## src/hdl/u8dc_pkg.sv

```systemverilog
// Package with the types, constants and character classes of the UTF-8 decoder.
`default_nettype none

package u8dc_pkg;

    localparam int unsigned CpWidth  = 21;
    localparam int unsigned LenWidth = 3;

    typedef logic [7:0]          byte_t;
    typedef logic [CpWidth-1:0]  code_point_t;
    typedef logic [LenWidth-1:0] seq_len_t;
    typedef logic [1:0]          left_t;

    localparam seq_len_t LenOne   = 3'd1;
    localparam seq_len_t LenTwo   = 3'd2;
    localparam seq_len_t LenThree = 3'd3;
    localparam seq_len_t LenFour  = 3'd4;

    localparam left_t LeftNone  = 2'd0;
    localparam left_t LeftOne   = 2'd1;
    localparam left_t LeftTwo   = 2'd2;
    localparam left_t LeftThree = 2'd3;

    function automatic logic is_space(input code_point_t cp);
        logic hit;
        hit = cp inside {21'h000020, 21'h001680, 21'h00180E, 21'h00205F, 21'h003000,
                         [21'h002000 : 21'h002006], [21'h002008 : 21'h00200D]};
        return hit;
    endfunction

    function automatic logic is_newline(input code_point_t cp);
        logic hit;
        hit = cp inside {[21'h00000A : 21'h00000D], 21'h000085, 21'h002028, 21'h002029};
        return hit;
    endfunction

endpackage

`default_nettype wire

```

## src/hdl/utf8_decode_classify.sv

```systemverilog
// Top level of the UTF-8 decoder with space and line-break classification.
//
//   channel   direction   handshake              payload
//   in        input       in_valid / in_stall    byte_in
//   out       output      out_valid / out_stall  code_point, seq_bytes, space_flag,
//                                                newline_flag, bad_lead
//
// One byte is accepted per cycle while in_stall is low; a result leaves after the byte that ends
// its sequence, through an input register and a result register.
// The decode of one byte against the open sequence state is the only logic between them.
// Reset clears the sequence state and both valid flags.
// A stalled result holds the pipeline; the input register still fills while it is empty, then holds its byte.
`default_nettype none

module utf8_decode_classify
(
    input  wire logic                 clk,
    input  wire logic                 rst_n,
    input  wire logic                 in_valid,
    output logic                      in_stall,
    input  wire u8dc_pkg::byte_t      byte_in,
    output logic                      out_valid,
    input  wire logic                 out_stall,
    output u8dc_pkg::code_point_t     code_point,
    output u8dc_pkg::seq_len_t        seq_bytes,
    output logic                      space_flag,
    output logic                      newline_flag,
    output logic                      bad_lead
);
    import u8dc_pkg::*;

    logic        byte_valid_reg;
    byte_t       byte_reg;
    left_t       left_reg,    left_next;
    code_point_t partial_reg, partial_next;
    seq_len_t    size_reg,    size_next;
    logic        res_valid_reg;
    code_point_t cp_reg;
    seq_len_t    len_reg;
    logic        space_reg, newline_reg, bad_reg;

    logic        out_busy;
    logic        decode_go;
    logic        emit;
    code_point_t emit_cp;
    seq_len_t    emit_len;
    logic        emit_bad;

    assign out_busy  = res_valid_reg && out_stall;
    assign decode_go = byte_valid_reg && !out_busy;
    assign in_stall  = byte_valid_reg && out_busy;

    always_comb
    begin
        left_next    = left_reg;
        partial_next = partial_reg;
        size_next    = size_reg;
        emit         = 1'b0;
        emit_cp      = '0;
        emit_len     = LenOne;
        emit_bad     = 1'b0;
        if (left_reg != LeftNone)
        begin
            partial_next = {partial_reg[CpWidth-7:0], byte_reg[5:0]};
            left_next    = left_reg - LeftOne;
            if (left_reg == LeftOne)
            begin
                emit     = 1'b1;
                emit_cp  = partial_next;
                emit_len = size_reg;
            end
        end
        else
        begin
            case (byte_reg) inside
                8'b0???????:
                begin
                    emit    = 1'b1;
                    emit_cp = {{(CpWidth-8){1'b0}}, byte_reg};
                end
                8'b110?????:
                begin
                    partial_next = {{(CpWidth-5){1'b0}}, byte_reg[4:0]};
                    left_next    = LeftOne;
                    size_next    = LenTwo;
                end
                8'b1110????:
                begin
                    partial_next = {{(CpWidth-4){1'b0}}, byte_reg[3:0]};
                    left_next    = LeftTwo;
                    size_next    = LenThree;
                end
                8'b11110???:
                begin
                    partial_next = {{(CpWidth-3){1'b0}}, byte_reg[2:0]};
                    left_next    = LeftThree;
                    size_next    = LenFour;
                end
                default:
                begin
                    emit     = 1'b1;
                    emit_bad = 1'b1;
                end
            endcase
        end
    end

    always_ff @(posedge clk or negedge rst_n)
    begin
        if (!rst_n)
        begin
            byte_valid_reg <= 1'b0;
            res_valid_reg  <= 1'b0;
            left_reg       <= LeftNone;
            partial_reg    <= '0;
            size_reg       <= '0;
        end
        else
        begin
            if (!in_stall)
            begin
                byte_valid_reg <= in_valid;
            end
            if (!out_busy)
            begin
                res_valid_reg <= decode_go && emit;
            end
            if (decode_go)
            begin
                left_reg    <= left_next;
                partial_reg <= partial_next;
                size_reg    <= size_next;
            end
        end
    end

    always_ff @(posedge clk)
    begin
        if (!in_stall && in_valid)
        begin
            byte_reg <= byte_in;
        end
        if (decode_go && emit)
        begin
            cp_reg      <= emit_cp;
            len_reg     <= emit_len;
            bad_reg     <= emit_bad;
            space_reg   <= !emit_bad && is_space(emit_cp);
            newline_reg <= !emit_bad && is_newline(emit_cp);
        end
    end

    assign out_valid    = res_valid_reg;
    assign code_point   = cp_reg;
    assign seq_bytes    = len_reg;
    assign space_flag   = space_reg;
    assign newline_flag = newline_reg;
    assign bad_lead     = bad_reg;

    // An open sequence always has a length greater than the bytes it still expects.
    assert property (@(posedge clk) disable iff (!rst_n)
        (left_reg != LeftNone) |-> ({1'b0, left_reg} < size_reg))
        else $error("open sequence length is inconsistent with bytes left");

    // A bad lead byte gives code point zero, length one and no class flag.
    assert property (@(posedge clk) disable iff (!rst_n)
        (res_valid_reg && bad_reg) |->
            (cp_reg == '0 && len_reg == LenOne && !space_reg && !newline_reg))
        else $error("bad lead result carries wrong fields");

    // A result never claims to be both a space and a line break.
    assert property (@(posedge clk) disable iff (!rst_n)
        res_valid_reg |-> !(space_reg && newline_reg))
        else $error("space and newline flags both set");

    // A result that was stalled is still there in the next cycle.
    assert property (@(posedge clk) disable iff (!rst_n)
        (res_valid_reg && out_stall) |=> (res_valid_reg && $stable(cp_reg)))
        else $error("stalled result was lost");

endmodule

`default_nettype wire
```

## config.mk

```make
export PLATFORM = sky130hd
export DESIGN_NAME = utf8_decode_classify
export DESIGN_NICKNAME = d
export VERILOG_FILES = /design/src/hdl/u8dc_pkg.sv /design/src/hdl/utf8_decode_classify.sv
export SDC_FILE = /design/constraint.sdc
export NUM_CORES = 1
export LEC_CHECK = 0
export ABC_AREA = 1
export BUFFER_PORTS_ARGS = -buffer_cell sky130_fd_sc_hd__buf_2
export CAP_MARGIN = 20
export CORE_UTILIZATION = 30
export DETAILED_ROUTE_END_ITERATION = 8
export GPL_ROUTABILITY_DRIVEN = 0
export GPL_TIMING_DRIVEN = 0
export HOLD_SLACK_MARGIN = 0.08
export MAX_ROUTING_LAYER = met4
export REMOVE_ABC_BUFFERS = 1
export SYNTH_ARGS = -nofsm -noshare
export SYNTH_HDL_FRONTEND = slang
export SYNTH_SLANG_ARGS = --single-unit
```

## constraint.sdc

```tcl
create_clock -name clk -period 2.1 [get_ports clk]
set_input_delay 0.21 -clock clk [delete_from_list [all_inputs] [get_ports clk]]
set_output_delay 0.21 -clock clk [all_outputs]
set_load 0.01 [all_outputs]
```

==> impl_metrics.toml <==
[min_path]
min-delay-start = "out_stall"
holdPathEnd = "out_valid$_DFFE_PN0N_"
min_path_type = "in2reg"
hold_depth = 3

[clock_tree]
numCtsBuffers = 9
clk_path_buf_depth = 2
clock-sinks = 57
cts_tree = "done"
h-tree-depth = 3
cts.clk_slew.worst_paths_ns = 0.06
root_buffer = "clkbuf_8"
clk-insertion-delay-late_ns = 0.35

[die]
row_count = 34
start_util = 0.316
dieArea_mm2 = 0.00977
io-pin-count = 41
dieHeight_um = 98.9
die_x_um = 98.9
core_area_mm2 = 0.00889

[layout]
drive_gt1_frac = 0.266
fin_cells = 477
nets = 376
antenna_cells = 0
fillers = 892
area_growth_pct = 24.8
largest_reg_flops = 21

[outcome]
status = "finished, final reports clean"

[sta]
clock_skew_ns = 0.00856
finalSetupTns_ns = 0
rsz0062_at_grt = "false"
fin_crit_ns = 1.94
slew_headroom = 0.673
clock.fmax_mhz = 516
setup_violations = 0
period_share = 0.923
worstMarginPinSlew_ns = 0.490
maxSlewViolCount = 0
final_hold_viol_count = 0

[placed_design]
dp_hpwl_mm = 4.49
dp_cells = 443
port-buffer-count = 40

[synth]
yosysMostFrequentCell = "nand2_1"
synthTopCellsByCount = "50 x nand2_1, 47 x inv_1, 39 x nor2_1, 35 x edfxtp_1, 26 x nand3_1"
yosysTopAreaCell = "edfxtp_1"
synth_warnings = 0
seq_area_frac_synth = 0.569
syn_inst = 300
synth_edf_count = 35
ys_seq_elements = 57
synth.top_cell.area_share = 0.373
ys_async_sr_fraction = 0.386
synth.distinct_cells = 27
synth_area_mm2 = 0.00281
avgSynthCellArea_um2 = 9.38
netlist_top_cells_area = "edfxtp_1 37%, dfrtp_1 20%, nand2_1 6.7%"
synth_flop_cell = "edfxtp_1"

[route]
vias_per_cell = 4.67
totalWireLength_mm = 6.41
drc_errors = 0
vias = 2227
drt_pass1_iterations = 4
ant_nets = 0
wire_per_inst_um = 13.4
drtIter0Drc = 120

[setup_path]
worst-r2r-setup-slack_ns = 0.16
criticalPathCategory = "reg2reg"
crit_arrival_ns = 1.95
worstSetupEndpointType = "flip-flop"
rr_endpoint = "seq_bytes[0]$_SDFFCE_PN1P_"
crit_required_ns = 2.11
worstReg2RegStart = "left_reg[0]$_DFFE_PN0P_"
reg2reg_depth = 6
cp_max_fo = 13
worstSetupStartpointType = "flip-flop"

[global_routing]
grt_use_total = 0.149
grt_max_degree = 23
overflow = 0
antenna_found_initial = 0
grt_pass1_vias = 2237
grt_pass1_wl_mm = 10.7

[power_and_ir_drop]
peakVddDrop_v = 0.000532
p_per_area_mw_per_mm2 = 1510
p_leak_uw = 0.00162

[flow_run]
maxCapViolations = 0
-- layout make-up --
type,count,area [um2],area share
clock buffers,10,128,0.0363
clock inverters,6,106,0.0303
repair buffers,57,365,0.104
flip-flops and latches,57,1600,0.456
inverters,52,206,0.0588
repair inverters,1,7.51,0.00214
multi-input cells,186,961,0.274
well taps,108,135,0.0385
-- placed cells by master, fill, tap and decap left out, drive strengths merged, types with 2 or more instances in the layout --
cell	synthesis	final
nand2	59	59
inv	52	51
buf	5	47
nor2	46	46
edfxtp	35	35
nand3	31	31
dfrtp	22	22
o21ai	22	22
dlygate4sd3	0	10
clkbuf	0	10
o22ai	9	9
nand4	6	6
nor3	5	5
a21oi	4	4
clkinvlp	0	3
bufinv	0	3
clkinv	0	2
-- how the worst max path moves through the flow --
stage | start | endpoint | slack [ns]
2_1_floorplan | byte_reg[4]$_DFFE_PP_ | bad_lead$_DFFE_PP_ | 0.24
3_3_place_gp | byte_reg[4]$_DFFE_PP_ | code_point[16]$_DFFE_PP_ | -0.18
3_5_place_dp | byte_reg[4]$_DFFE_PP_ | code_point[16]$_DFFE_PP_ | -0.24
4_1_cts | left_reg[0]$_DFFE_PN0P_ | code_point[11]$_DFFE_PP_ | 0.05
5_1_grt | left_reg[0]$_DFFE_PN0P_ | code_point[17]$_DFFE_PP_ | 0.01
6_report | left_reg[0]$_DFFE_PN0P_ | seq_bytes[0]$_SDFFCE_PN1P_ | 0.16
-- stage by stage --
stage	instance area (um2)	utilization	setup slack (ns)	total power, uW	hold slack, ns
5_1_grt	3510	0.395	0.0142	5660	0.130
4_1_cts	3440	0.387	0.0525	5180	0.115
3_5_place_dp	3090	0.348	-0.235	3900	0.205
3_3_place_gp	3090	0.348	-0.179	3870	0.203
6_report	3510	0.395	0.162	5290	0.116
2_1_floorplan	2760	-	0.245	3320	-0.0856
-- metal layers --
layer,wire length (um),global-route usage,vias to the layer above
met5,0,-,-
met3,358,0.0482,13
met4,96,0.0448,0
met2,2950,0.231,66
li1,-,-,1122
met1,3000,0.186,1026
-- power by group --
| group | switching [uW] | total [uW] | internal, uW |
|---|---|---|---|
| Clock | 447 | 1230 | 782 |
| Sequential | 240 | 1900 | 1660 |
| Combinational | 1430 | 2160 | 735 |
-- repair_timing --
item	in CTS	in global routing
pin swaps	0	1
cloned	1	0
buffers inserted	0	7
endpoints found under the setup margin	27	16
resized for setup	3	3
hold endpoints to repair	31	0
hold buffers	10	0
-- worst max-delay path, stage by stage (launching register included) --
cell,delay (ns)
dfrtp_2,0.52
nor2_2,0.22
inv_2,0.08
nor2_1,0.10
inv_1,0.05
nand3_1,0.24
clkinvlp_4,0.38
-- cell families (layout without fill, tap and decap cells) --
family | Yosys count | after routing | share of synthesized area
DFF | 57 | 57 | 0.569
buffers and inverters | 57 | 126 | 0.0911
AOI/OAI and AO/OA | 38 | 38 | 0.0840
and+or+nand+nor | 148 | 148 | 0.256
Note: power is estimated with default switching activity, not from simulation.
